**config.mk**
```make
export PLATFORM = sky130hd
export DESIGN_NAME = tls_record_boundary_finder_core
export DESIGN_NICKNAME = d
export VERILOG_FILES = /design/src/rtl/tlsrbf_pkg.sv /design/src/rtl/tlsrbf_parser.sv /design/src/rtl/tls_record_boundary_finder_core.sv
export SDC_FILE = /design/constraint.sdc
export NUM_CORES = 1
export LEC_CHECK = 0
export BUFFER_PORTS_ARGS = -buffer_cell sky130_fd_sc_hd__buf_4
export CORE_MARGIN = 2
export CORE_UTILIZATION = 55
export CTS_BUF_LIST = sky130_fd_sc_hd__clkbuf_16
export DETAILED_ROUTE_END_ITERATION = 8
export HOLD_SLACK_MARGIN = 0.08
export PLACE_DENSITY = 0.81
export SLEW_MARGIN = 30
export SYNTH_ARGS = -nofsm -noshare
export SYNTH_HDL_FRONTEND = slang
export SYNTH_SLANG_ARGS = --single-unit
```
**constraint.sdc**
```tcl
create_clock -name clk_i -period 4.5 [get_ports clk_i]
set_input_delay 0.9 -clock clk_i [delete_from_list [all_inputs] [get_ports clk_i]]
set_output_delay 0.9 -clock clk_i [all_outputs]
set_load 0.02 [all_outputs]
```
**src/rtl/tlsrbf_pkg.sv**
```systemverilog
// shared types and constants for the tls record boundary finder
package tlsrbf_pkg;

  localparam int unsigned OffsetWidth = 16;

  // configuration register indexes
  typedef enum logic [0:0] {
    CFG_FIRST_TYPE = 1'b0,
    CFG_LAST_TYPE  = 1'b1
  } cfg_idx_e;

  typedef enum logic [1:0] {
    VERDICT_PENDING = 2'd0,
    VERDICT_SEARCH  = 2'd1,
    VERDICT_FLUSH   = 2'd2,
    VERDICT_ABORT   = 2'd3
  } verdict_e;

  typedef struct packed {
    logic [7:0] first_type;
    logic [7:0] last_type;
  } cfg_t;

  typedef struct packed {
    logic [7:0] data_byte;
    logic       segment_end;
  } item_t;

  typedef struct packed {
    logic                   record_done;
    verdict_e               verdict;
    logic [OffsetWidth-1:0] flush_offset;
  } result_t;

endpackage

```
**src/rtl/tlsrbf_parser.sv**
```systemverilog
// record header parser, payload counter and segment bookkeeping
module tlsrbf_parser import tlsrbf_pkg::*; #(
  parameter int unsigned SEGMENT_BITS = 16
) (
  input  logic    clk_i,
  input  logic    rst_ni,
  input  logic    step_i,
  input  item_t   item_i,
  input  cfg_t    cfg_i,
  output result_t result_o
);

  typedef enum logic [2:0] {
    PH_TYPE  = 3'd0,
    PH_VMAJ  = 3'd1,
    PH_VMIN  = 3'd2,
    PH_LEN1  = 3'd3,
    PH_LEN2  = 3'd4,
    PH_DATA  = 3'd5,
    PH_V2L2  = 3'd6,
    PH_V2PAD = 3'd7
  } phase_e;

  typedef enum logic [1:0] {
    HALT_NONE  = 2'd0,
    HALT_STOP  = 2'd1,
    HALT_ABORT = 2'd2
  } halt_e;

  localparam logic [SEGMENT_BITS-1:0] PosMax = '1;

  phase_e                  phase_q, phase_d;
  logic                    legacy_q, legacy_d;
  logic [7:0]              len_hi_q, len_hi_d;
  logic [15:0]             left_q, left_d;
  logic [SEGMENT_BITS-1:0] pos_q, pos_d;
  logic [SEGMENT_BITS-1:0] bound_q, bound_d;
  halt_e                   halted_q, halted_d;

  logic [SEGMENT_BITS-1:0] after;
  logic [7:0]              b;
  logic [31:0]             bound_ext;
  logic                    done;
  verdict_e                verdict;

  assign b     = item_i.data_byte;
  assign after = (pos_q != PosMax) ? pos_q + 1'b1 : pos_q;

  always_comb begin
    phase_d   = phase_q;
    legacy_d  = legacy_q;
    len_hi_d  = len_hi_q;
    left_d    = left_q;
    bound_d   = bound_q;
    halted_d  = halted_q;
    done      = 1'b0;
    verdict   = VERDICT_PENDING;
    bound_ext = '0;

    if (halted_q == HALT_NONE) begin
      unique case (phase_q)
        PH_TYPE: begin
          if (b >= cfg_i.first_type && b <= cfg_i.last_type) begin
            legacy_d = 1'b0;
            phase_d  = PH_VMAJ;
          end else if (b[7] || legacy_q) begin
            len_hi_d = b;
            legacy_d = 1'b1;
            phase_d  = PH_V2L2;
          end else begin
            // unknown type: stop if a record already ended, else give up
            halted_d = (bound_q != '0) ? HALT_STOP : HALT_ABORT;
          end
        end
        PH_VMAJ: phase_d = PH_VMIN;
        PH_VMIN: phase_d = PH_LEN1;
        PH_LEN1: begin
          len_hi_d = b;
          phase_d  = PH_LEN2;
        end
        PH_LEN2: begin
          left_d = {len_hi_q, b};
          if ({len_hi_q, b} == 16'd0) begin
            bound_d = after;
            phase_d = PH_TYPE;
            done    = 1'b1;
          end else begin
            phase_d = PH_DATA;
          end
        end
        PH_DATA: begin
          if (left_q <= 16'd1) begin
            left_d  = '0;
            bound_d = after;
            phase_d = PH_TYPE;
            done    = 1'b1;
          end else begin
            left_d = left_q - 16'd1;
          end
        end
        PH_V2L2: begin
          if (len_hi_q[7]) begin
            // two-byte form, 15-bit length
            left_d = {1'b0, len_hi_q[6:0], b};
            if ({len_hi_q[6:0], b} == 15'd0) begin
              bound_d = after;
              phase_d = PH_TYPE;
              done    = 1'b1;
            end else begin
              phase_d = PH_DATA;
            end
          end else begin
            // three-byte form, 14-bit length then pad
            left_d  = {2'b00, len_hi_q[5:0], b};
            phase_d = PH_V2PAD;
          end
        end
        PH_V2PAD: begin
          if (left_q == 16'd0) begin
            bound_d = after;
            phase_d = PH_TYPE;
            done    = 1'b1;
          end else begin
            phase_d = PH_DATA;
          end
        end
      endcase
    end

    pos_d = after;

    if (item_i.segment_end) begin
      if (halted_d == HALT_ABORT) begin
        verdict = VERDICT_ABORT;
      end else if (bound_d != '0) begin
        verdict   = VERDICT_FLUSH;
        bound_ext = 32'(bound_d);
        left_d    = '0;
        phase_d   = PH_TYPE;
      end else begin
        verdict = VERDICT_SEARCH;
      end
      pos_d    = '0;
      bound_d  = '0;
      halted_d = HALT_NONE;
    end
  end

  assign result_o.record_done  = done;
  assign result_o.verdict      = verdict;
  assign result_o.flush_offset = bound_ext[OffsetWidth-1:0];

  always_ff @(posedge clk_i or negedge rst_ni) begin
    if (!rst_ni) begin
      phase_q  <= PH_TYPE;
      legacy_q <= 1'b0;
      len_hi_q <= '0;
      left_q   <= '0;
      pos_q    <= '0;
      bound_q  <= '0;
      halted_q <= HALT_NONE;
    end else if (step_i) begin
      phase_q  <= phase_d;
      legacy_q <= legacy_d;
      len_hi_q <= len_hi_d;
      left_q   <= left_d;
      pos_q    <= pos_d;
      bound_q  <= bound_d;
      halted_q <= halted_d;
    end
  end

  a_pos_clear: assert property (@(posedge clk_i) disable iff (!rst_ni)
    step_i && item_i.segment_end |=> pos_q == '0 && bound_q == '0)
    else $error("segment counters not cleared at segment end");

  a_abort_no_bound: assert property (@(posedge clk_i) disable iff (!rst_ni)
    halted_q == HALT_ABORT |-> bound_q == '0)
    else $error("aborted segment holds a record boundary");

  a_stop_has_bound: assert property (@(posedge clk_i) disable iff (!rst_ni)
    halted_q == HALT_STOP |-> bound_q != '0)
    else $error("stopped segment without a record boundary");

  a_done_to_type: assert property (@(posedge clk_i) disable iff (!rst_ni)
    step_i && done |=> phase_q == PH_TYPE)
    else $error("parser not back at record type after a record end");

endmodule

```
**src/rtl/tls_record_boundary_finder_core.sv**
```systemverilog
// path: a byte goes from the input register through the parser step into the result register
// throughput: one byte per cycle unless out_stall_i holds the result register
// the result register frees the input side while an earlier result waits for transfer
// reset: asynchronous, active low; parser idle expecting a record type, counters zero
// configuration resets to type range 20..24
module tls_record_boundary_finder_core import tlsrbf_pkg::*; #(
  parameter int unsigned SEGMENT_BITS = 16
) (
  input  logic        clk_i,
  input  logic        rst_ni,
  // configuration write port
  input  logic        cfg_we_i,
  input  logic        cfg_addr_i,
  input  logic [7:0]  cfg_data_i,
  // byte input
  input  logic        in_valid_i,
  output logic        in_stall_o,
  input  logic [7:0]  data_byte_i,
  input  logic        segment_end_i,
  // result output
  output logic        out_valid_o,
  input  logic        out_stall_i,
  output logic        record_done_o,
  output logic [1:0]  verdict_o,
  output logic [15:0] flush_offset_o
);

  cfg_t    cfg_q;
  logic    s1_valid_q;
  item_t   s1_item_q;
  logic    out_valid_q;
  result_t out_res_q;
  result_t step_res;
  logic    s1_advance;
  logic    in_xfer;

  // configuration registers
  always_ff @(posedge clk_i or negedge rst_ni) begin
    if (!rst_ni) begin
      cfg_q.first_type <= 8'd20;
      cfg_q.last_type  <= 8'd24;
    end else if (cfg_we_i) begin
      unique case (cfg_idx_e'(cfg_addr_i))
        CFG_FIRST_TYPE: cfg_q.first_type <= cfg_data_i;
        CFG_LAST_TYPE:  cfg_q.last_type  <= cfg_data_i;
      endcase
    end
  end

  // the held byte moves on when the result register is empty or being drained
  assign s1_advance = s1_valid_q && (!out_valid_q || !out_stall_i);
  assign in_stall_o = s1_valid_q && !s1_advance;
  assign in_xfer    = in_valid_i && !in_stall_o;

  // input register
  always_ff @(posedge clk_i or negedge rst_ni) begin
    if (!rst_ni) begin
      s1_valid_q <= 1'b0;
    end else if (in_xfer) begin
      s1_valid_q <= 1'b1;
    end else if (s1_advance) begin
      s1_valid_q <= 1'b0;
    end
  end

  always_ff @(posedge clk_i) begin
    if (in_xfer) begin
      s1_item_q.data_byte   <= data_byte_i;
      s1_item_q.segment_end <= segment_end_i;
    end
  end

  // parser state steps exactly once per byte, as it enters the result register
  tlsrbf_parser #(
    .SEGMENT_BITS(SEGMENT_BITS)
  ) u_parser (
    .clk_i   (clk_i),
    .rst_ni  (rst_ni),
    .step_i  (s1_advance),
    .item_i  (s1_item_q),
    .cfg_i   (cfg_q),
    .result_o(step_res)
  );

  // result register
  always_ff @(posedge clk_i or negedge rst_ni) begin
    if (!rst_ni) begin
      out_valid_q <= 1'b0;
    end else if (s1_advance) begin
      out_valid_q <= 1'b1;
    end else if (!out_stall_i) begin
      out_valid_q <= 1'b0;
    end
  end

  always_ff @(posedge clk_i) begin
    if (s1_advance) begin
      out_res_q <= step_res;
    end
  end

  assign out_valid_o    = out_valid_q;
  assign record_done_o  = out_res_q.record_done;
  assign verdict_o      = out_res_q.verdict;
  assign flush_offset_o = out_res_q.flush_offset;

endmodule
```
==> flow_summary.toml, run 1 <==
[outcome]
status = "finished, final reports clean"

[die]
pin_count = 44
floorplan.die_area_mm2 = 0.0117
die_h_um = 108
die_width_um = 108
initial_core_util = 0.557
core_mm2 = 0.0107
rows = 38

[synth]
synth_top_cells_by_area = "dfrtp_1 (32%), edfxtp_1 (14%), o21ai_0 (5.0%)"
synth_seq_cells = 108
synth_cell_type_count = 67
synth_top_area_share = 0.318
synth_nets = 654
yosys_warnings = 0
netlist_area_mm2 = 0.00599
netlist_instances = 611
synthArstFlopShare = 0.741
synth-edff-count = 28
synth_top_cell_by_area = "dfrtp_1"
ys.flop_type = "dfrtp_1"
ys_seq_area_frac = 0.476
avgSynthCellArea_um2 = 9.80

[finish]
area_growth_pct = 11.7
antennaDiodeCount = 0
drive_above_1_share = 0.182
fin_nets = 681
final_cells = 783

[clock_tree]
clockBufferDepth = 2
cts_hold_buf = 0
numCtsBuffers = 9
clkTransAtPathRegs_ns = 0.07
cts_resized = 0
clock_sinks = 108
htree_levels = 3
cts_setup_buffers = 0
root_buffer = "clkbuf_16"
cts_tree = "yes"
clk_latency_ns = 0.36

[global_routing]
grt_pass1_wl_um = 22700
grt_overflow = 0
grt_max_degree = 81
grt_pass1_vias = 4713
grtUsageTotal = 0.248
antenna_found_initial = 0

[routing]
drt-wirelength-per-cell_um = 17.5
num_vias = 4831
drtAntennaViolNets = 0
drcViolationCount = 0
drt_wl_total_um = 13700
via_per_inst = 6.17
drt-pass1-iter-count = 5
drt-initial-drc-count = 378

[setup_path]
r2r.worst_path.cells = 9
r2r-end = "flush_offset_o[9]"
rrSetupSlack_ns = 0.76
worstPathArrival_ns = 3.81
critPathRequiredTime_ns = 4.58
crit_start = "u_parser.pos_q[0]"
worst_setup_path_end_kind = "flop"
critPathKind = "flop to flop"
r2r-start = "u_parser.pos_q[0]"
path_max_fanout = 17
cp-start-kind = "flop"

[timing]
relSlewSlack = 0.357
hold_viol_final = 0
fin_crit_ns = 3.74
tns_ns = 0
max_freq_mhz = 268
finalMaxSlewViolations = 0
tightest_slew_ns = 0.962
fin_crit_sh = 0.830
rsz0062_at_grt = "false"
finalSetupViolations = 0
clock_skew_ns = 0.00715

[flow_run]
maxCapViolations = 0

[worst_hold_path]
hold_path.class = "flop to flop"
hold_start = "u_parser.bound_q[3]"
hold_depth = 2
hold_end = "u_parser.bound_q[3]"

[place]
dp_cells = 767
port_buffers = 43
dp_hpwl_um = 9520
gp_congestion = 0.905

[power]
power_density_mw_per_mm2 = 512
p_leak_uw = 0.00275
worst_ir_drop_vdd_v = 0.000319
## Yosys cell counts, types with 7 or more instances
cell,number
nand2_1,60
a22o_1,8
mux2_2,17
nor3_1,14
dfrtp_1,76
edfxtp_1,28
nand4_1,11
buf_2,8
inv_1,26
mux2i_1,7
clkbuf_1,17
a211oi_1,11
nand3_1,10
a21oi_1,37
nor4_1,12
nor2_1,64
ha_1,20
o21ai_0,60
nor2_4,10
## worst max-delay path, cell delays in order (launching register included)
cell and delay [ns]:
dfrtp_1 0.50, ha_1 0.36, nand4_2 0.39, nor4_1 0.40, mux2i_1 0.43, o211ai_1 0.19
nor4_2 0.42, a211oi_2 0.17, nand2_1 0.48, a211oi_1 0.12
## placed cells by master, fill, tap and decap left out, types with 11 or more instances in the layout
master and instances:
a211oi_1 11, a21oi_1 37, buf_4 49, dfrtp_1 76, edfxtp_1 28, ha_1 20, inv_1 27, mux2_2 17
nand2_1 60, nand4_1 11, nor2_1 64, nor3_1 14, nor4_1 12, o21ai_0 60
## worst max path at each step
stage,endpoint,slack (ns),cells past startpoint
floorplan,flush_offset_o[10],1.66,12
global placement,flush_offset_o[13],1.07,9
detailed placement,flush_offset_o[10],0.87,9
CTS,flush_offset_o[10],0.83,9
global route,flush_offset_o[13],0.51,9
finish,flush_offset_o[9],0.76,9
## per-stage QoR
stage | instance area (um2) | hold WS (ns) | total power, uW | setup slack, ns | utilization
2_1_floorplan | 5990 | 0.457 | 2260 | 1.66 | -
3_3_place_gp | 6360 | 0.473 | 2520 | 1.07 | 0.592
3_5_place_dp | 6360 | 0.496 | 2560 | 0.866 | 0.592
4_1_cts | 6680 | 0.514 | 3410 | 0.833 | 0.622
5_1_grt | 6690 | 0.539 | 3620 | 0.512 | 0.622
6_report | 6690 | 0.514 | 3420 | 0.764 | 0.622
## area by class of cell
type                            instances  area (um2)
Clock buffer                            9         225
Clock inverter                          7        90.1
Fill cell                             865        4060
Inverter                               27         101
Multi-Input combinational cell        442        2870
Sequential cell                       108        2850
Tap cell                              140         175
Timing Repair Buffer                   50         379
## report_power, final
group          switching [uW]  internal (uW)
Clock                     364            486
Sequential                200           1200
Combinational             726            447
Total                    1290           2130
## logic make-up after synthesis
kind of cell / Yosys count / synth area share
adder cells (fa/ha/maj): 20 / 0.0418
AO/OA/AOI/OAI: 164 / 0.178
multiplexers: 24 / 0.0437
flip-flops: 108 / 0.476
AND/OR/NAND/NOR: 225 / 0.201
buffers and inverters: 61 / 0.0464
XOR/XNOR: 9 / 0.0132
## sequential cells by signal, summed over array words and instances, names as in the netlist
| register | flops |
|---|---|
| u_parser.bound_q | 16 |
| s1_valid_q | 1 |
| u_parser.left_q | 16 |
| out_valid_o | 1 |
| u_parser.halted_q | 2 |
| u_parser.legacy_q | 1 |
| verdict_o | 2 |
| u_parser.len_hi_q | 8 |
| cfg_q | 16 |
| s1_item_q | 9 |
| flush_offset_o | 16 |
| u_parser.pos_q | 16 |
| record_done_o | 1 |
| u_parser.phase_q | 3 |
## per-layer routing
metal  share of wire  vias up  GRT usage
li1                -     2266          -
met5               0        -          0
met3           0.058       27     0.0555
met4           0.021        0     0.0870
met2            0.47      172      0.394
met1            0.45     2366      0.335
Note: power is estimated with default switching activity, not from simulation.
==> run 2: changes to the inputs <==
- clock period: 4.5 -> 3.7 ns (I/O delays scaled with it)
==> flow_summary.toml, run 2 (synthesis gave the netlist of run 1 again) <==
[routing]
drt-pass1-iter-count = 5
drcViolationCount = 0
drt-wirelength-per-cell_um = 18.1
via_per_inst = 6.19
drt-initial-drc-count = 389
num_vias = 4912
drtAntennaViolNets = 0
drt_wl_total_um = 14300

[power]
finalPower_uw = 4180
worst_ir_drop_vdd_v = 0.000346
power_density_mw_per_mm2 = 617
p_leak_uw = 0.00279

[global_routing]
grt_use_met1 = 0.364
grt_pass1_vias = 4599
antenna_found_initial = 0
grtUsageTotal = 0.258
grt_max_degree = 51
grt_pass1_wl_um = 23500
grt_use_met3 = 0.0440
globalRouteMet2Util = 0.412
busiest_layer = "met2"
grt_overflow = 0

[setup_path]
max_stage_delay_ns = 0.56
cp_cell_sequence = "ha_1 > o211a_1 > a221o_1 > a41oi_1 > nor3_1 > o41ai_1 > a211oi_2 > nand2_1 > a211oi_1"
worstPathArrival_ns = 3.60
critPathKind = "flop to flop"
path_max_fanout = 17
worst_setup_path_end_kind = "flop"
critPathRequiredTime_ns = 3.85
cp-start-kind = "flop"
crit_slowest_cell = "nor3_1"

[die]
die_width_um = 108
rows = 38
die_h_um = 108
pin_count = 44
initial_core_util = 0.557
core_mm2 = 0.0107
floorplan.die_area_mm2 = 0.0117

[clock_tree]
clockBufferDepth = 2
cts_hold_buf = 0
numCtsBuffers = 9
cts_tree = "yes"
clk_latency_ns = 0.35
cts_setup_buffers = 0
clkTransAtPathRegs_ns = 0.08
clock_sinks = 108
cts_resized = 0
htree_levels = 3
root_buffer = "clkbuf_16"

[finish]
layout.cells.most_common = "dfrtp_1"
area_growth_pct = 13.1
antennaDiodeCount = 0
final_area_mm2 = 0.00677
final_cell_mix = "dfrtp_1 (76), nor2_1 (64), o21ai_0 (60), nand2_1 (60), buf_4 (59)"
fin_nets = 691
final_core_utilization = 0.630
drive_above_1_share = 0.198

[timing]
max_freq_mhz = 290
worst_slack_ns = 0.257
rsz0062_at_grt = "false"
finalMaxSlewViolations = 0
clock_skew_ns = 0.00861
relSlewSlack = 0.566
fin_crit_ns = 3.44
tns_ns = 0
hold_viol_final = 0
finalSetupViolations = 0
fin_crit_sh = 0.930
tightest_slew_ns = 0.647

[outcome]
status = "finished, final reports clean"

[worst_hold_path]
hold_path.class = "input pin to async pin"

[flow_run]
maxCapViolations = 0

[place]
dp_hpwl_um = 9890
post-place-ws_ns = 0.337
place_area_mm2 = 0.00645
port_buffers = 43
gp_congestion = 0.889
[run 2: per-stage QoR]
step / cells / hold slack, ns
after floorplan: 611 / 0.444
after global placement: 776 / 0.473
after detailed placement: 777 / 0.502
after CTS: 793 / 0.335
after global routing: 793 / 0.346
final: 793 / 0.316
[run 2: cell type report]
cell class / count / area [um2]
sequential: 108 / 2850
timing repair buffer: 60 / 470
tap: 140 / 175
fill: 833 / 3980
multi-input combinational: 442 / 2870
clock buffer: 9 / 225
inverter: 27 / 101
clock inverter: 7 / 82.6
[run 2: routing by layer]
layer  wire [um]  share of wire  up-vias
met5           0              0        -
met4         200          0.014        0
met3         940          0.066       22
met2        6880           0.48      193
met1        6320           0.44     2405
li1            -              -     2292
[run 2: where the power goes]
part	internal (uW)	total (uW)	leakage [uW]	switching (uW)
combinational	560	1470	0.00133	905
sequential	1460	1710	0.00131	251
clock	535	1000	0.000144	470
[run 2: final timing paths]
kind / startpoint / endpoint / slack, ns / depth (start not counted)
setup / recovery: s1_item_q[8] / flush_offset_o[3] / 0.26 / 9
hold / removal: rst_ni / u_parser.bound_q[15] / 0.32 / 1
setup reg to reg: s1_item_q[8] / flush_offset_o[3] / 0.26 / 9
hold reg to reg: cfg_q[7] / cfg_q[7] / 0.52 / 1
max in group asynchronous: rst_ni / cfg_q[12] / 2.73 / 2
min in group clk_i: cfg_q[7] / cfg_q[7] / 0.52 / 1
[run 2: critical path, delay by kind of cell, from the launching register on]
family,cells,cell delay (ns)
DFF,1,0.55
adders and majority gates,1,0.37
AOI/OAI and AO/OA,6,1.36
and+or+nand+nor,2,0.96
